`config.mk`:
```
export PLATFORM = sky130hd
export DESIGN_NAME = mvm_fmul
export DESIGN_NICKNAME = d
export VERILOG_FILES = /design/src/hdl/matrix_vector_multiply_f32_assert.svh /design/src/hdl/mvm_pkg.sv /design/src/hdl/mvm_fmul.sv
export SDC_FILE = /design/constraint.sdc
export NUM_CORES = 2
export LEC_CHECK = 0
export ABC_AREA = 1
export BUFFER_PORTS_ARGS = -buffer_cell sky130_fd_sc_hd__clkbuf_2
export CORE_MARGIN = 1
export CORE_UTILIZATION = 60
export CTS_CLUSTER_SIZE = 8
export DETAILED_ROUTE_END_ITERATION = 16
export PLACE_DENSITY = 0.78
export SLEW_MARGIN = 20
export SYNTH_ARGS = -nofsm -noshare
export SYNTH_HDL_FRONTEND = slang
export SYNTH_SLANG_ARGS = --single-unit
```
`constraint.sdc`:
```
create_clock -name clk -period 11.7 [get_ports clk]
set_input_delay 1.17 -clock clk [delete_from_list [all_inputs] [get_ports clk]]
set_output_delay 1.17 -clock clk [all_outputs]
set_load 0.005 [all_outputs]
```
`src/hdl/matrix_vector_multiply_f32_assert.svh`:
```
// Assertion macros for the matrix-vector block.
// Each expects clk and rst_n in scope.
`ifndef MATRIX_VECTOR_MULTIPLY_F32_ASSERT_SVH
`define MATRIX_VECTOR_MULTIPLY_F32_ASSERT_SVH

// Condition that must hold at every edge out of reset.
`define MVM_ASSERT(lbl, prop, msg) \
    lbl: assert property (@(posedge clk) disable iff (!rst_n) (prop)) else $error(msg);

// Condition that must hold in the cycle after a trigger.
`define MVM_ASSERT_NEXT(lbl, trig, prop, msg) \
    lbl: assert property (@(posedge clk) disable iff (!rst_n) (trig) |=> (prop)) else $error(msg);

`endif

```
`src/hdl/mvm_pkg.sv`:
```
package mvm_pkg;

    localparam int NUM_COLS_W = 13;
    localparam int NUM_ROWS_W = 16;
    localparam int FP_W       = 32;

    localparam logic [FP_W-1:0] FP_QNAN     = 32'h7FC0_0000;
    localparam logic [FP_W-1:0] FP_POS_ZERO = 32'h0000_0000;

    typedef enum logic
    {
        CMD_LOAD   = 1'b0,
        CMD_WEIGHT = 1'b1
    } mvm_cmd_t;

    typedef enum logic
    {
        REG_NUM_COLS = 1'b0,
        REG_NUM_ROWS = 1'b1
    } mvm_reg_t;

    // Row bookkeeping that travels with each weight.
    typedef struct packed
    {
        logic                  row_end;
        logic [NUM_ROWS_W-1:0] row_number;
        logic                  last;
    } mvm_tag_t;

endpackage

```
`src/hdl/mvm_fmul.sv`:
```
// Two-stage binary32 multiplier, round to nearest even, NaN made canonical.
module mvm_fmul (
    input  logic              clk,
    input  logic              rst_n,
    input  logic              en,
    input  logic              in_valid,
    input  logic [31:0]       a,
    input  logic [31:0]       b,
    input  mvm_pkg::mvm_tag_t in_tag,
    output logic              out_valid,
    output logic [31:0]       prod,
    output mvm_pkg::mvm_tag_t out_tag
);

    // stage A: significand product
    logic [7:0]         ea, eb;
    logic [23:0]        ma, mb;
    logic               nan_a, nan_b, inf_a, inf_b, zero_a, zero_b;
    logic               valid_a_reg;
    logic               sign_a_reg, sign_a_next;
    logic               nan_a_reg, nan_a_next;
    logic               inf_a_reg, inf_a_next;
    logic signed [10:0] exp_a_reg, exp_a_next;
    logic [47:0]        p_a_reg, p_a_next;
    mvm_pkg::mvm_tag_t  tag_a_reg;

    // stage B: normalize and round
    logic [5:0]         lz;
    logic signed [10:0] er;
    logic [10:0]        k;
    logic [47:0]        n, t;
    logic               lost, g, st, inc;
    logic [7:0]         expf;
    logic [23:0]        sig;
    logic [30:0]        packed_v;
    logic [31:0]        prod_next;
    logic               valid_b_reg;
    logic [31:0]        prod_reg;
    mvm_pkg::mvm_tag_t  tag_b_reg;

    always_comb
    begin
        ea     = (a[30:23] == 8'd0) ? 8'd1 : a[30:23];
        eb     = (b[30:23] == 8'd0) ? 8'd1 : b[30:23];
        ma     = {|a[30:23], a[22:0]};
        mb     = {|b[30:23], b[22:0]};
        nan_a  = (&a[30:23]) && (|a[22:0]);
        nan_b  = (&b[30:23]) && (|b[22:0]);
        inf_a  = (&a[30:23]) && !(|a[22:0]);
        inf_b  = (&b[30:23]) && !(|b[22:0]);
        zero_a = (a[30:0] == 31'd0);
        zero_b = (b[30:0] == 31'd0);

        sign_a_next = a[31] ^ b[31];
        nan_a_next  = nan_a || nan_b || (inf_a && zero_b) || (inf_b && zero_a);
        inf_a_next  = inf_a || inf_b;
        exp_a_next  = signed'({3'b000, ea}) + signed'({3'b000, eb}) - 11'sd127;
        p_a_next    = ma * mb;
    end

    always_ff @(posedge clk or negedge rst_n)
    begin
        if (!rst_n)
        begin
            valid_a_reg <= 1'b0;
            valid_b_reg <= 1'b0;
        end
        else if (en)
        begin
            valid_a_reg <= in_valid;
            valid_b_reg <= valid_a_reg;
        end
    end

    always_ff @(posedge clk)
    begin
        if (en)
        begin
            sign_a_reg <= sign_a_next;
            nan_a_reg  <= nan_a_next;
            inf_a_reg  <= inf_a_next;
            exp_a_reg  <= exp_a_next;
            p_a_reg    <= p_a_next;
            tag_a_reg  <= in_tag;
            prod_reg   <= prod_next;
            tag_b_reg  <= tag_a_reg;
        end
    end

    always_comb
    begin
        lz = 6'd0;
        for (int i = 0; i < 48; i++)
        begin
            if (p_a_reg[i])
            begin
                lz = 6'(47 - i);
            end
        end
        er   = exp_a_reg + 11'sd1 - signed'({5'b00000, lz});
        n    = p_a_reg << lz;
        k    = 11'd0;
        t    = n;
        lost = 1'b0;
        expf = 8'd0;
        if (er >= 11'sd1)
        begin
            expf = er[7:0];
        end
        else
        begin
            k = unsigned'(11'sd1 - er);
            if (k >= 11'd48)
            begin
                t    = 48'd0;
                lost = 1'b1;
            end
            else
            begin
                t    = n >> k;
                lost = |(n & ((48'd1 << k) - 48'd1));
            end
        end
        sig      = t[47:24];
        g        = t[23];
        st       = (|t[22:0]) || lost;
        inc      = g && (st || sig[0]);
        packed_v = {expf, sig[22:0]} + 31'(inc);

        if (nan_a_reg)
        begin
            prod_next = mvm_pkg::FP_QNAN;
        end
        else if (inf_a_reg || (er >= 11'sd255 && p_a_reg != 48'd0))
        begin
            prod_next = {sign_a_reg, 8'hFF, 23'd0};
        end
        else if (p_a_reg == 48'd0)
        begin
            prod_next = {sign_a_reg, 31'd0};
        end
        else
        begin
            prod_next = {sign_a_reg, packed_v};
        end
    end

    assign out_valid = valid_b_reg;
    assign prod      = prod_reg;
    assign out_tag   = tag_b_reg;

endmodule

```
==> impl_metrics.ini <==
[synth]
ys_ff_latch = 131
syn-cell-area_um2 = 32780
synth_edf_count = 129
yosysUniqueCellTypes = 63
synth_flop_cell = edfxtp_1
avgSynthCellArea_um2 = 7.116
yosysSeqAreaShare_pct = 11.97
synth_warnings = 0
synth_cells = 4607
syn-num-nets = 5386
async_flop_share_pct = 1.527

[cells_and_area]
largest_reg_flops = 48
nFillCells = 4914
drive_gt1_share_pct = 6.208
area_growth_pct = 4.412
antenna_cells = 0
nets = 5325
final_util_pct = 63.48
fin_area_um2 = 34230
fin_cells = 5255

[clock_network]
numCtsBuffers = 17
cts_hold_buf = 0
post_cts_buffers = 0
root_buffer = clkbuf_16
ctsResizeCount = 0
htree_levels = 4
clock_latency_ns = 0.46
clk_pin_slew_ns = 0.06
cts_tree = done
clock_sinks = 131
cts_max_path_buffers = 2

[worst_setup_path]
rr_worst_depth = 99
slowest_delay_ns = 0.47
cp.arrival_ns = 10.20
setup.worst_path.end = prod[0]
path_common_cell = nand2_1
crit_path_max_fanout = 7
cp.required_ns = 11.91
path_class = flop to flop
r2r_end = prod[0]
slowest_stage = edfxtp_1
reg2reg_from = p_a_reg[0]
cp-start-kind = flop
startpoint = p_a_reg[0]
r2r_slack_ns = 1.71
crit_path_end_kind = flop

[grt]
grt_pass1_wl_um = 163100
track_usage_pct = 37.51
overflow = 0
antenna_found_initial = 0
grt_max_degree = 76
grt_pass1_vias = 30870

[die]
dieArea_um2 = 55570
start_util_pct = 60.80
core_um2 = 53920
die_w_um = 235.7
rows = 85
die_h_um = 235.7
num_io_pins = 137

[sta]
fmax_ghz = 0.1001
finalCritPeriodShare_pct = 85.41
setup_viol = 0
fin_crit_ns = 9.993
final_hold_viol_count = 0
rsz0062_at_grt = false
fin_tns_setup_ns = 0
clock_skew_ns = 0.01620
finalMaxSlewViolations = 0
worst_pin_slew_ns = 0.8959
max_slew_margin_pct = 40.27

[drt]
viasPerCell = 5.852
ant_nets = 0
wl_um = 101700
drc = 0
dr_total_vias = 30750
drt-pass1-iter-count = 6
post_drt_wl_per_cell_um = 19.35
drt_iter0_drc = 3373

[place]
placed_area_um2 = 33640
dp.cells = 5223
io_buffers = 136
gp_congestion = 1.040
dp_hpwl_um = 79120

[status]
status = finished clean

[min_path]
min_path_type = flop to flop

[run]
cap_violations = 0
worst min path at each step:
stage                             start           to  slack [ns]  depth (start not counted)
after global placement     tag_a_reg[8]   out_tag[8]        0.40                          0
after detailed placement  tag_a_reg[16]  out_tag[16]        0.40                          0
final                     tag_a_reg[16]  out_tag[16]        0.42                          0
after floorplan            tag_a_reg[0]   out_tag[0]        0.40                          0
after CTS                 tag_a_reg[17]  out_tag[17]        0.42                          0
after global routing       tag_a_reg[9]   out_tag[9]        0.42                          0
cells in the final DEF, fill, tap and decap left out, types with 3 or more instances in the layout:
| master | n |
|---|---|
| a211oi_1 | 3 |
| o211ai_1 | 5 |
| o21ai_2 | 5 |
| nand3_1 | 643 |
| a31oi_1 | 6 |
| nand2_2 | 21 |
| or2_0 | 5 |
| nand2_1 | 1230 |
| clkinvlp_4 | 4 |
| clkbuf_16 | 17 |
| clkinv_4 | 3 |
| o31ai_1 | 7 |
| inv_1 | 899 |
| o21ai_1 | 20 |
| edfxtp_1 | 129 |
| nor4_1 | 23 |
| o21ai_0 | 48 |
| nor2_1 | 220 |
| fa_1 | 484 |
| nor2_2 | 14 |
| o2111ai_1 | 4 |
| or4_1 | 4 |
| nand3_2 | 8 |
| a21o_1 | 4 |
| xor2_1 | 62 |
| o22ai_1 | 9 |
| ha_1 | 209 |
| clkinv_1 | 5 |
| o21bai_1 | 7 |
| nor2_4 | 3 |
| xnor2_1 | 26 |
| nor3_1 | 45 |
| a21oi_1 | 92 |
| nand3b_1 | 3 |
| o21a_1 | 5 |
| inv_2 | 13 |
| buf_4 | 39 |
| nand4_1 | 58 |
| clkbuf_2 | 135 |
critical path, delay by kind of cell, from the launching register on:
kind                     cells  cell delay, ns
AND/OR/NAND/NOR             76            6.41
buffers and inverters       12            1.07
adder cells (fa/ha/maj)      4            0.95
AO/OA/AOI/OAI                5            0.47
flip-flops                   1            0.47
XOR/XNOR                     2            0.36
layer usage:
metal | part of all wire (%) | wire length [um] | global-route usage [%] | vias to the layer above
met2 | 48 | 48400 | 63.32 | 1685
met3 | 8.9 | 9059 | 5.394 | 372
li1 | - | - | - | 14140
met1 | 37 | 38120 | 46.50 | 14560
met5 | 0 | 0 | 0 | -
met4 | 6.0 | 6120 | 20.36 | 0
synthesized netlist by cell type, drive strengths merged, types with 8 or more instances:
cell type     n  share of area (%)
a21oi        94                1.4
nand4        58                1.1
xor2         63                1.7
nand3       651                 10
edfxtp      129                 12
nor2        237                2.9
buf          63               0.97
o21bai        8               0.19
nor4         23               0.44
o22ai         9               0.17
fa          484                 30
nor3         48               0.80
ha          209                8.0
inv         912                 10
o21ai        73                1.2
nand2      1253                 15
clkbuf      192                2.2
xnor2        26               0.69
kinds of logic (layout without fill, tap and decap cells):
family | after synthesis | count (layout) | share of synthesized area [%]
simple gates | 2290 | 2290 | 30.27
buf+inv | 1171 | 1123 | 13.66
fa+ha+maj | 693 | 693 | 37.53
compound gates | 233 | 233 | 4.191
flops | 131 | 131 | 11.97
xor+xnor | 89 | 89 | 2.378
area by class of cell:
type	count	area (um^2)	share of cell area, %
Sequential cell	131	3924	11.46
Multi-Input combinational cell	3305	24430	71.38
Inverter	916	3438	10.05
Timing Repair Buffer	175	979.7	2.862
Clock buffer	18	429.2	1.254
Clock inverter	14	153.9	0.4496
Tap cell	696	870.8	2.544
per-stage QoR:
stage | setup WS (ns) | hold slack, ns
2_1_floorplan | 2.482 | 0.4003
3_3_place_gp | 1.827 | 0.4011
3_5_place_dp | 1.600 | 0.4045
4_1_cts | 1.951 | 0.4179
5_1_grt | 0.6551 | 0.4199
6_report | 1.707 | 0.4179
Power is left out: the tool's default activity adds up to more than one toggle a clock period on the data nets, which glitch-free logic cannot reach.
