===== config.mk =====
export PLATFORM = sky130hd
export DESIGN_NAME = mvm_accum_flat
export DESIGN_NICKNAME = d
export VERILOG_FILES = /design/src/hdl/matrix_vector_multiply_f32_assert.svh /design/src/hdl/mvm_pkg.sv /design/src/hdl/mvm_result_if.sv /design/src/hdl/mvm_accum.sv /design/src/flat_wrapper.sv
export SDC_FILE = /design/constraint.sdc
export NUM_CORES = 1
export LEC_CHECK = 0
export ABC_AREA = 1
export BUFFER_PORTS_ARGS = -buffer_cell sky130_fd_sc_hd__clkbuf_2
export CAP_MARGIN = 20
export CELL_PAD_IN_SITES_DETAIL_PLACEMENT = 1
export CELL_PAD_IN_SITES_GLOBAL_PLACEMENT = 2
export CORE_UTILIZATION = 36
export CTS_CLUSTER_DIAMETER = 100
export DETAILED_ROUTE_END_ITERATION = 10
export PLACE_DENSITY_LB_ADDON = 0.3
export SLEW_MARGIN = 15
export SYNTH_ARGS = -nofsm -noshare
export SYNTH_HDL_FRONTEND = slang
export SYNTH_SLANG_ARGS = --single-unit
export TNS_END_PERCENT = 20

===== constraint.sdc =====
create_clock -name clk -period 23.2 [get_ports clk]
set_clock_uncertainty 0.2 [all_clocks]
set_input_delay 2.32 -clock clk [delete_from_list [all_inputs] [get_ports clk]]
set_output_delay 2.32 -clock clk [all_outputs]
set_load 0.01 [all_outputs]

===== src/hdl/matrix_vector_multiply_f32_assert.svh =====
// Assertion macros for the matrix-vector block.
// Each expects clk and rst_n in scope.
`ifndef MATRIX_VECTOR_MULTIPLY_F32_ASSERT_SVH
`define MATRIX_VECTOR_MULTIPLY_F32_ASSERT_SVH

// Condition that must hold at every edge out of reset.
`define MVM_ASSERT(lbl, prop, msg) \
    lbl: assert property (@(posedge clk) disable iff (!rst_n) (prop)) else $error(msg);

// Condition that must hold in the cycle after a trigger.
`define MVM_ASSERT_NEXT(lbl, trig, prop, msg) \
    lbl: assert property (@(posedge clk) disable iff (!rst_n) (trig) |=> (prop)) else $error(msg);

`endif


===== src/hdl/mvm_pkg.sv =====
package mvm_pkg;

    localparam int NUM_COLS_W = 13;
    localparam int NUM_ROWS_W = 16;
    localparam int FP_W       = 32;

    localparam logic [FP_W-1:0] FP_QNAN     = 32'h7FC0_0000;
    localparam logic [FP_W-1:0] FP_POS_ZERO = 32'h0000_0000;

    typedef enum logic
    {
        CMD_LOAD   = 1'b0,
        CMD_WEIGHT = 1'b1
    } mvm_cmd_t;

    typedef enum logic
    {
        REG_NUM_COLS = 1'b0,
        REG_NUM_ROWS = 1'b1
    } mvm_reg_t;

    // Row bookkeeping that travels with each weight.
    typedef struct packed
    {
        logic                  row_end;
        logic [NUM_ROWS_W-1:0] row_number;
        logic                  last;
    } mvm_tag_t;

endpackage


===== src/hdl/mvm_result_if.sv =====
interface mvm_result_if;
    logic        valid;
    logic        ready;
    logic [31:0] row_sum;
    logic [15:0] row_number;
    logic        last_row;

    modport source (output valid, output row_sum, output row_number, output last_row,
                    input ready);
    modport sink (input valid, input row_sum, input row_number, input last_row,
                  output ready);
endinterface


===== src/hdl/mvm_accum.sv =====
// Combinational binary32 adder closing the running-sum loop, plus the result register.
module mvm_accum (
    input  logic              clk,
    input  logic              rst_n,
    input  logic              en,
    input  logic              in_valid,
    input  logic [31:0]       prod,
    input  mvm_pkg::mvm_tag_t in_tag,
    output logic              stall,
    mvm_result_if.source      result
);

    function automatic logic [31:0] fp_add(input logic [31:0] a, input logic [31:0] b);
        logic        a_nan, b_nan, a_inf, b_inf, sub, g, st, inc;
        logic [31:0] x, y;
        logic [7:0]  ex, ey, d, sh, exm1;
        logic [23:0] mx, my;
        logic [26:0] ax, ay, r;
        logic [27:0] s;
        logic [4:0]  lz;
        logic [8:0]  e;
        logic [30:0] packed_v;
        a_nan = (&a[30:23]) && (|a[22:0]);
        b_nan = (&b[30:23]) && (|b[22:0]);
        a_inf = (&a[30:23]) && !(|a[22:0]);
        b_inf = (&b[30:23]) && !(|b[22:0]);
        if (a_nan || b_nan || (a_inf && b_inf && (a[31] != b[31])))
        begin
            return mvm_pkg::FP_QNAN;
        end
        if (a_inf)
        begin
            return a;
        end
        if (b_inf)
        begin
            return b;
        end
        if (a[30:0] >= b[30:0])
        begin
            x = a;
            y = b;
        end
        else
        begin
            x = b;
            y = a;
        end
        ex = (x[30:23] == 8'd0) ? 8'd1 : x[30:23];
        ey = (y[30:23] == 8'd0) ? 8'd1 : y[30:23];
        mx = {|x[30:23], x[22:0]};
        my = {|y[30:23], y[22:0]};
        d  = ex - ey;
        ax = {mx, 3'b000};
        if (d >= 8'd27)
        begin
            ay = {26'd0, |my};
        end
        else
        begin
            ay    = {my, 3'b000} >> d;
            ay[0] = ay[0] | (|({my, 3'b000} & ((27'd1 << d) - 27'd1)));
        end
        sub = x[31] ^ y[31];
        s   = sub ? ({1'b0, ax} - {1'b0, ay}) : ({1'b0, ax} + {1'b0, ay});
        if (s == 28'd0)
        begin
            return sub ? mvm_pkg::FP_POS_ZERO : {x[31], 31'd0};
        end
        if (s[27])
        begin
            r    = s[27:1];
            r[0] = s[1] | s[0];
            e    = {1'b0, ex} + 9'd1;
        end
        else
        begin
            lz = 5'd0;
            for (int i = 0; i < 27; i++)
            begin
                if (s[i])
                begin
                    lz = 5'(26 - i);
                end
            end
            exm1 = ex - 8'd1;
            sh   = ({3'b000, lz} < exm1) ? {3'b000, lz} : exm1;
            r    = s[26:0] << sh;
            e    = {1'b0, ex} - {1'b0, sh};
        end
        if (e >= 9'd255)
        begin
            return {x[31], 8'hFF, 23'd0};
        end
        g        = r[2];
        st       = |r[1:0];
        inc      = g && (st || r[3]);
        packed_v = {(r[26] ? e[7:0] : 8'd0), r[25:3]} + 31'(inc);
        return {x[31], packed_v};
    endfunction

    logic [31:0]       acc_reg, acc_next;
    logic [31:0]       sum;
    logic              out_valid_reg;
    logic [31:0]       row_sum_reg;
    mvm_pkg::mvm_tag_t out_tag_reg;
    logic              take;

    assign sum   = fp_add(acc_reg, prod);
    assign take  = en && in_valid;
    // only a finishing row waits on the result register
    assign stall = out_valid_reg && !result.ready && in_valid && in_tag.row_end;

    always_comb
    begin
        acc_next = acc_reg;
        if (take)
        begin
            acc_next = in_tag.row_end ? mvm_pkg::FP_POS_ZERO : sum;
        end
    end

    always_ff @(posedge clk or negedge rst_n)
    begin
        if (!rst_n)
        begin
            acc_reg       <= mvm_pkg::FP_POS_ZERO;
            out_valid_reg <= 1'b0;
        end
        else
        begin
            acc_reg <= acc_next;
            if (take && in_tag.row_end)
            begin
                out_valid_reg <= 1'b1;
            end
            else if (result.ready)
            begin
                out_valid_reg <= 1'b0;
            end
        end
    end

    always_ff @(posedge clk)
    begin
        if (take && in_tag.row_end)
        begin
            row_sum_reg <= sum;
            out_tag_reg <= in_tag;
        end
    end

    assign result.valid      = out_valid_reg;
    assign result.row_sum    = row_sum_reg;
    assign result.row_number = out_tag_reg.row_number;
    assign result.last_row   = out_tag_reg.last;

endmodule


===== src/flat_wrapper.sv =====
// flat-port wrapper written by rule: the top's interface ports become plain ports
module mvm_accum_flat 
  (clk, rst_n, en, in_valid, prod, in_tag, stall, result_valid, result_row_sum, result_row_number, result_last_row, result_ready);
  mvm_result_if result_i ();
  input  logic clk;
  input  logic rst_n;
  input  logic en;
  input  logic in_valid;
  input  logic [31:0] prod;
  input  mvm_pkg::mvm_tag_t in_tag;
  output logic stall;
  output wire logic [$bits(result_i.valid)-1:0] result_valid;
  output wire logic [$bits(result_i.row_sum)-1:0] result_row_sum;
  output wire logic [$bits(result_i.row_number)-1:0] result_row_number;
  output wire logic [$bits(result_i.last_row)-1:0] result_last_row;
  input wire logic [$bits(result_i.ready)-1:0] result_ready;
  assign result_valid = result_i.valid;
  assign result_row_sum = result_i.row_sum;
  assign result_row_number = result_i.row_number;
  assign result_last_row = result_i.last_row;
  assign result_i.ready = result_ready;
  mvm_accum u_core (.clk(clk), .rst_n(rst_n), .en(en), .in_valid(in_valid), .prod(prod), .in_tag(in_tag), .stall(stall), .result(result_i));
endmodule

==> results by group, run 1 <==
Run status
  • Status: complete, no violations

Clock tree
  • CTS hold repair buffers: 0
  • # Post-CTS Setup Buffers: 0
  • CTS Buf Count: 9
  • Clock slew at reported path FFs: around 0.060 ns
  • H-tree depth: 3
  • Clock root buffer: clkbuf_16
  • Skew-Pair Late Insertion Delay: 0.35 ns
  • Post-CTS Resized: 0
  • Max clock buf depth: 2
  • Clk sinks: 82
  • TritonCTS clock tree: done

Worst setup path
  • Worst path required time: between 20 and 25 ns
  • CP Launch Type: input port
  • CP top delay family: simple AND/OR/NAND/NOR gates
  • CP Launch Point: prod[26]
  • Critical path arrival: between 15 and 20 ns
  • WS Path Type: input port to flip-flop
  • Most used cell, CP: nand2_1
  • WP buf/inv: 10
  • Critical path's slowest cell: nand2_4
  • Critical path endpoint category: flip-flop
  • Max FO, Critical Path: around 120
  • CP peak stage delay: between 0.7 and 0.8 ns
  • Reg-to-reg startpoint: u_core.acc_reg[14]

STA
  • Period utilisation layout: 0.7917
  • Max Slew Vio Count: 0
  • FMAX: 0.05444 GHz
  • Min Tclk post-route: 18.37 ns
  • RSZ-0062 raised after global routing: false
  • Final setup vio count: 0
  • Final setup TNS: 0 ns
  • Relative slew slack: 0.2516
  • Worst-Margin Slew: about 1.1 ns
  • Final hold vios: 0

Routing
  • Drt drc: 0
  • Final WL: about 65,000 um
  • Met1 wire length: between 30,000 and 40,000 um
  • Drt wl/cell: between 20 and 25 um
  • Via-to-Cell Ratio: around 5.6
  • Antenna Violating Nets Remaining: 0
  • Via count: roughly 17k
  • Met3 wire length: 3478 um
  • Met2 wire length: between 20,000 and 30,000 um
  • Top Layer Used: met4
  • Pre-Repair DR Iteration Count: 5
  • DR iter-0 viols: 1,324

Global route
  • Global-route wire length before repair: roughly 100,000 um
  • Largest net degree at the start of global routing: approximately 120
  • GRT Util Overall: 0.3188
  • Initial antenna violation count: 0
  • Vias in the first global route: approximately 17k
  • Global route overflow: 0

Synthesis
  • Primary FF master, synth: edfxtp_1
  • Cell count after synthesis: ~2.5k
  • Syn_area_per_cell: 5.755 um^2
  • #FFs+latches synth: ~80
  • Sequential fraction of the synthesis area: 0.1621
  • Number of synthesized flops with an enable pin: between 40 and 50
  • Share of async-settable or async-resettable flops after synthesis: 0.4024
  • Post-synthesis cell type count: 66
  • Ys Warns: 0
  • Syn_nets: around 2.6k
  • Post-synthesis cell area: 0.01417 mm^2

Finish
  • Multi-input gate area: around 0.01 mm^2
  • Most frequent cells in the layout: nand2_1, nand3_1, inv_1
  • Area growth, synth to finish: 7.707%
  • Share of post-route cells with drive strength above 1: 0.09547
  • Fillers: 5,461
  • Commonest non-fill, non-tap cell in the layout: nand2_1
  • Register area: ~0.0023 mm^2
  • Ant diodes: 0
  • Layout Nets: about 2.7k

Floorplanning
  • Initial Util: 0.3659
  • Die Ht: around 200 um
  • Die W: 200.4 um
  • I/O pin count: around 110
  • Core area: between 0.03 and 0.04 mm^2
  • Num rows: between 70 and 80
  • Total Die Area: ~0.04 mm^2

Place
  • Placed wire-length estimate: approximately 53,000 um
  • Number of port buffers: between 100 and 150
  • Final Wtd Congestion: 0.9956

Worst hold path
  • Tightest Hold Check Type: flip-flop to flip-flop
  • HP Start: u_core.result.valid

Run
  • Max Cap Viol: 0
## final cells by class
type | instances | share of cell area
repair buffers | 123 | 0.04328
flip-flops and latches | 82 | 0.1505
clock buffers | 11 | 0.01524
clock inverters | 5 | 0.002623
inverters | 345 | 0.08499
well taps | 518 | 0.04246
multi-input cells | 1948 | 0.6609
## Yosys cell counts (4+ instances only)
library cell	number	share of area
nand2_1	757	0.20
nand3_1	353	0.12
inv_1	326	0.086
nor2_1	206	0.055
o21ai_0	103	0.036
a21oi_1	102	0.036
ha_1	101	0.089
edfxtp_1	49	0.10
nand4_1	49	0.022
o21ai_1	38	0.013
dfrtp_1	33	0.058
buf_2	29	0.010
xor2_1	29	0.018
clkbuf_1	28	0.0074
nor2_2	23	0.010
nand2_2	17	0.0075
nor3_1	17	0.0060
o22ai_1	16	0.0071
a31oi_1	14	0.0062
inv_2	14	0.0037
nor4_1	13	0.0057
buf_4	12	0.0064
o211ai_1	11	0.0058
buf_6	8	0.0064
nor2_4	8	0.0064
o21bai_1	8	0.0042
buf_1	7	0.0019
nand3_2	7	0.0049
o31ai_1	6	0.0032
nand2_4	5	0.0040
nand3b_1	5	0.0026
o21ai_2	5	0.0031
clkinv_1	4	0.0011
or2_2	4	0.0018
## per-layer routing
layer | up-vias | track usage
li1 | 8168 | -
met1 | 8348 | 0.4451
met2 | 523 | 0.5265
met3 | 81 | 0.02938
met4 | 0 | 0.07879
met5 | - | 0
## worst min-delay path, cell delays in order (launching register included)
cell	delay, ns
dfrtp_1	0.37
nand2_1	0.09
o21ai_0	0.07
## path summary, 6_finish.rpt
check                           cells past startpoint  slack, ns             endpoint
worst max-delay path                               91       4.83    u_core.acc_reg[6]
worst min-delay path                                2       0.37  u_core.result.valid
worst max register to register                     91       6.51    u_core.acc_reg[6]
worst min register to register                      2       0.37  u_core.result.valid
max in group asynchronous                           1      20.32    u_core.acc_reg[9]
min in group asynchronous                           1       1.90   u_core.acc_reg[24]
## through the flow
stage | hold slack, ns | instance area [um^2] | instances | util | worst slack [ns]
final | 0.3688 | 15270 | 3032 | 0.3941 | 4.832
after CTS | 0.3807 | 15270 | 3032 | 0.3941 | 5.049
after floorplan | 0.2908 | 14170 | 2463 | - | 9.353
after global placement | 0.3124 | 14990 | 3016 | 0.3870 | 5.146
after global routing | 0.4214 | 15270 | 3032 | 0.3941 | 3.164
after detailed placement | 0.3656 | 14990 | 3016 | 0.3870 | 4.750
## logic make-up after synthesis
kind of cell               Yosys count  share of synthesized area
buffers and inverters              433                     0.1271
DFF                                 82                     0.1621
adders and majority gates          103                    0.09198
AOI/OAI and AO/OA                  334                     0.1359
muxes                                1                  0.0007062
and+or+nand+nor                   1476                     0.4602
xor gates and xnor gates            34                    0.02207
Power of run 1 is not shown: default switching activity piles up to over one toggle a cycle in this logic, so the estimate is an artifact.
==> run 2: changes to the inputs <==
--- a/config.mk
+++ b/config.mk
@@ -10,7 +10,7 @@
 export CAP_MARGIN = 20
 export CELL_PAD_IN_SITES_DETAIL_PLACEMENT = 1
 export CELL_PAD_IN_SITES_GLOBAL_PLACEMENT = 2
-export CORE_UTILIZATION = 36
+export CORE_UTILIZATION = 33
 export CTS_CLUSTER_DIAMETER = 100
 export DETAILED_ROUTE_END_ITERATION = 10
 export PLACE_DENSITY_LB_ADDON = 0.3
==> constraint.sdc (replaced) <==
create_clock -name clk -period 19.2 [get_ports clk]
set_clock_uncertainty 0.2 [all_clocks]
set_input_delay 1.92 -clock clk [delete_from_list [all_inputs] [get_ports clk]]
set_output_delay 1.92 -clock clk [all_outputs]
set_load 0.01 [all_outputs]
==> run 2 against run 1 <==
Effect of this change:
- sequential share of layout area shrank 0.065 points
- hold slack lost 0.011 ns
- cell count grew 0.69%
- critical path depth is the same
- final area grew 0.43%
- non-clock buffer count is the same
- critical endpoint unchanged
==> results by group, run 2 (synthesis results as in run 1) <==
Place
  • DP Area: ~0.015 mm^2
  • Final Wtd Congestion: roughly 0.95
  • Pre-CTS setup slack: approximately 1.3 ns
  • Number of port buffers: between 100 and 150
  • Placed wire-length estimate: ~54,000 um

Finish
  • Share of post-route cells with drive strength above 1: 0.09626
  • Most frequent cells in the layout: nand2_1, nand3_1, inv_1
  • Final instance area: between 0.015 and 0.02 mm^2
  • Ant diodes: 0
  • Area growth, synth to finish: 8.174%
  • Fillers: a little under 6k
  • Commonest non-fill, non-tap cell in the layout: nand2_1
  • Layout Nets: ~2.7k
  • Post-layout util: 0.3639

Global route
  • GR Layer Usage met3: 0.02104
  • Vias in the first global route: between 15k and 20k
  • Global-route wire length before repair: 100,500 um
  • GRT Util Overall: 0.2963
  • GR Util met2: 0.4876
  • Initial antenna violation count: 0
  • Grt peak-use layer: met2
  • Largest net degree at the start of global routing: roughly 120
  • Met1 GRT Util: 0.4248
  • Global route overflow: 0

Run
  • Max Cap Viol: 0

Routing
  • Via-to-Cell Ratio: roughly 5.5
  • DR iter-0 viols: approximately 1.5k
  • Antenna Violating Nets Remaining: 0
  • Via count: between 15k and 20k
  • Final WL: between 60,000 and 70,000 um
  • Drt drc: 0
  • Drt wl/cell: 21.33 um
  • Pre-Repair DR Iteration Count: 5

Worst setup path
  • CP peak stage delay: a little under 0.7 ns
  • WS Path Type: input port to flip-flop
  • Most used cell, CP: nand2_1
  • R2R depth: a little over 90
  • CP Launch Point: prod[30]
  • Critical path endpoint category: flip-flop
  • Reg-to-reg startpoint: u_core.acc_reg[14]
  • CP Launch Type: input port
  • Reg-to-reg endpoint: u_core.acc_reg[6]
  • Worst path required time: between 15 and 20 ns
  • Critical path arrival: 17.51 ns
  • Critical path's slowest cell: nor2_2
  • Max FO, Critical Path: 117
  • Reg2reg setup slack: 3.00 ns

STA
  • Final setup TNS: 0 ns
  • FMAX: roughly 0.057 GHz
  • Final setup vio count: 0
  • Period utilisation layout: 0.9084
  • Worst-Margin Slew: about 1.2 ns
  • Worst setup margin: about 1.8 ns
  • Min Tclk post-route: roughly 17 ns
  • Final hold vios: 0
  • Relative slew slack: 0.1691
  • Max Slew Vio Count: 0
  • RSZ-0062 raised after global routing: false

Run status
  • Status: complete, no violations

Clock tree
  • Max clock buf depth: 2
  • Skew-Pair Late Insertion Delay: between 0.3 and 0.4 ns
  • H-tree depth: 3
  • # Post-CTS Setup Buffers: 0
  • TritonCTS clock tree: done
  • CTS Buf Count: 9
  • CTS hold repair buffers: 0
  • Post-CTS Resized: 0
  • Clock slew at reported path FFs: approximately 0.070 ns
  • Clock root buffer: clkbuf_16
  • Clk sinks: slightly above 80

Worst hold path
  • Hold path depth: 2
  • Hold Path End: u_core.result.valid
  • HP Start: u_core.result.valid
  • Tightest Hold Check Type: flip-flop to flip-flop

Floorplanning
  • Die Ht: between 200 and 250 um
  • Initial Util: 0.3364
  • Num rows: 75
  • Die W: around 210 um
  • Total Die Area: 0.04378 mm^2
  • Core area: around 0.042 mm^2
  • I/O pin count: approximately 110
run 2: cell count changes in the layout (fill, tap and decap cells not counted), sizes merged:
cell / before / now
clkinvlp: 3 / 0
clkinv: 5 / 6
clkbuf: 116 / 114
inv: 342 / 346
run 2: worst max-delay path, delay by kind of cell:
kind,cells,cell delay (ns)
AND/OR/NAND/NOR,44,7.55
AO/OA/AOI/OAI,28,4.13
adder cells (fa/ha/maj),6,1.85
buffers and inverters,10,1.30
XOR/XNOR,3,0.71
run 2: worst max-delay path by stage:
stage,endpoint,slack [ns],cells after the start
finish,u_core.acc_reg[6],1.76,91
global route,u_core.acc_reg[6],0.26,91
CTS,u_core.acc_reg[6],1.62,91
detailed placement,u_core.acc_reg[6],1.32,91
global placement,u_core.acc_reg[6],1.92,93
floorplan,u_core.result.row_sum[7],5.75,90
run 2: area by class of cell:
type	instances	area (um^2)	share of cell area
multi-input combinational	1948	10100	0.6586
sequential	82	2297	0.1498
inverter	345	1297	0.08463
tap	539	674.4	0.04399
timing repair buffer	123	660.6	0.04309
clock buffer	9	225.2	0.01469
clock inverter	7	78.83	0.005141
run 2: through the flow:
step | hold slack [ns] | cells
final | 0.3574 | 3053
after global routing | 0.4125 | 3053
after CTS | 0.3629 | 3053
after detailed placement | 0.3388 | 3037
after global placement | 0.3009 | 3037
after floorplan | 0.2908 | 2463
run 2: per-layer routing:
layer | share of wire | up-vias
met5 | 0 | -
met4 | 0.018 | 0
met3 | 0.048 | 51
met2 | 0.45 | 475
met1 | 0.48 | 8210
li1 | - | 8175
Power of run 2 is left out for the same reason.
==> run 3: changes to the inputs <==
--- a/config.mk
+++ b/config.mk
@@ -6,13 +6,13 @@
 export NUM_CORES = 1
 export LEC_CHECK = 0
 export ABC_AREA = 1
-export BUFFER_PORTS_ARGS = -buffer_cell sky130_fd_sc_hd__clkbuf_2
 export CAP_MARGIN = 20
 export CELL_PAD_IN_SITES_DETAIL_PLACEMENT = 1
 export CELL_PAD_IN_SITES_GLOBAL_PLACEMENT = 2
-export CORE_UTILIZATION = 33
+export CORE_UTILIZATION = 35
 export CTS_CLUSTER_DIAMETER = 100
 export DETAILED_ROUTE_END_ITERATION = 10
+export DONT_BUFFER_PORTS = 1
 export PLACE_DENSITY_LB_ADDON = 0.3
 export SLEW_MARGIN = 15
 export SYNTH_ARGS = -nofsm -noshare
==> run 3 against run 2 <==
Effect of this change:
- global-route usage increased by 0.99 points
- count of clock-buffer cells in the layout unchanged
- sequential cell count unchanged
- critical path depth unchanged
- die area decreased by 5.7%
- core utilization increased by 0.75 points
- maximum frequency about the same
- register-to-register slack got worse by 0.06 ns
- setup slack about the same
- hold slack improved by 0.061 ns
==> results by group, run 3 (synthesis results as in run 1) <==
Global route
  • Largest net degree at the start of global routing: 118
  • Global-route wire length before repair: a little under 100,000 um
  • Vias in the first global route: around 17k
  • Initial antenna violation count: 0
  • Global route overflow: 0
  • GRT Util Overall: 0.3062

Clock tree
  • # Post-CTS Setup Buffers: 0
  • Max clock buf depth: 2
  • TritonCTS clock tree: done
  • Clock root buffer: clkbuf_16
  • Post-CTS Resized: 0
  • CTS hold repair buffers: 0
  • Clock slew at reported path FFs: about 0.07 ns
  • H-tree depth: 3
  • Clk sinks: between 80 and 90
  • Skew-Pair Late Insertion Delay: ~0.35 ns
  • CTS Buf Count: 9

Worst setup path
  • CP peak stage delay: slightly below 0.7 ns
  • CP Launch Type: input port
  • Critical path endpoint category: flip-flop
  • Critical path's slowest cell: nor2_2
  • Critical path arrival: around 18 ns
  • Worst path required time: 19.26 ns
  • WS Path Type: input port to flip-flop
  • Max FO, Critical Path: between 100 and 150
  • Most used cell, CP: nand2_1

Routing
  • Via-to-Cell Ratio: 5.641
  • Met1 wire length: 30,710 um
  • Top Layer Used: met4
  • Final WL: roughly 64,000 um
  • Pre-Repair DR Iteration Count: 5
  • Antenna Violating Nets Remaining: 0
  • Via count: between 15k and 20k
  • Drt wl/cell: roughly 22 um
  • Drt drc: 0
  • Met2 wire length: 28,490 um
  • Met3 wire length: around 3000 um
  • DR iter-0 viols: 1,244

STA
  • Worst-Margin Slew: between 1 and 1.5 ns
  • Max Slew Vio Count: 0
  • Relative slew slack: 0.2743
  • RSZ-0062 raised after global routing: false
  • Min Tclk post-route: 17.44 ns
  • Final setup vio count: 0
  • FMAX: 0.05733 GHz
  • Final setup TNS: 0 ns
  • Period utilisation layout: 0.9084
  • Final hold vios: 0

Finish
  • Ant diodes: 0
  • Share of post-route cells with drive strength above 1: 0.05687
  • Area growth, synth to finish: 4.361%
  • Most frequent cells in the layout: nand2_1, nand3_1, inv_1
  • Commonest non-fill, non-tap cell in the layout: nand2_1
  • Layout Nets: around 2.6k

Floorplanning
  • Core area: 0.03982 mm^2
  • Die Ht: 203.2 um
  • Total Die Area: 0.04130 mm^2
  • Die W: 203.2 um
  • I/O pin count: approximately 110
  • Num rows: 73
  • Initial Util: 0.3559

Worst hold path
  • Tightest Hold Check Type: flip-flop to flip-flop

Place
  • Placed wire-length estimate: between 50,000 and 60,000 um
  • Final Wtd Congestion: slightly below 1
  • Number of port buffers: 0

Run
  • Max Cap Viol: 0

Run status
  • Status: complete, no violations
[run 3: changes by cell type in the layout (fill, tap and decap cells not counted), sizes merged]
cell	previous run	this run
clkbuf	114	9
clkinv	6	7
inv	346	345
[run 3: worst paths after layout]
kind | slack, ns | to | from | cells after the start
worst max-delay path | 1.76 | u_core.acc_reg[13] | prod[14] | 91
worst min-delay path | 0.42 | u_core.acc_reg[31] | u_core.acc_reg[31] | 2
worst max register to register | 2.94 | u_core.acc_reg[13] | u_core.acc_reg[14] | 90
worst min register to register | 0.42 | u_core.acc_reg[31] | u_core.acc_reg[31] | 2
max in group asynchronous | 17.65 | u_core.acc_reg[20] | rst_n | 0
min in group asynchronous | 1.06 | u_core.acc_reg[22] | rst_n | 0
[run 3: layout make-up]
cell class | instances | area, um^2
Timing Repair Buffer | 18 | 135.1
Multi-Input combinational cell | 1948 | 10100
Clock inverter | 7 | 81.33
Sequential cell | 82 | 2297
Inverter | 345 | 1297
Tap cell | 525 | 656.9
Fill cell | 5552 | 25030
Clock buffer | 9 | 225.2
[run 3: routing by layer]
metal | vias to the layer above | GRT usage
met4 | 0 | 0.06713
met3 | 72 | 0.02333
li1 | 7950 | -
met1 | 8083 | 0.4402
met2 | 445 | 0.4962
met5 | - | 0
[run 3: per-stage QoR]
stage	setup slack [ns]	instances	hold slack, ns	instance area, um^2	util
final	1.758	2934	0.4186	14790	0.3714
after global routing	0.1422	2934	0.4401	14790	0.3714
after CTS	1.622	2934	0.4182	14780	0.3712
after detailed placement	1.323	2918	0.3924	14480	0.3635
after global placement	1.790	2918	0.3614	14480	0.3635
after floorplan	5.753	2463	0.2908	14170	-
[run 3: critical path: cells and delay by family]
family	cells	cell delay (ns)
AOI/OAI and AO/OA	29	4.26
xor gates and xnor gates	3	0.78
adders and majority gates	6	1.83
buffers and inverters	9	1.00
and+or+nand+nor	44	7.68
Power of run 3 is left out for the same reason.
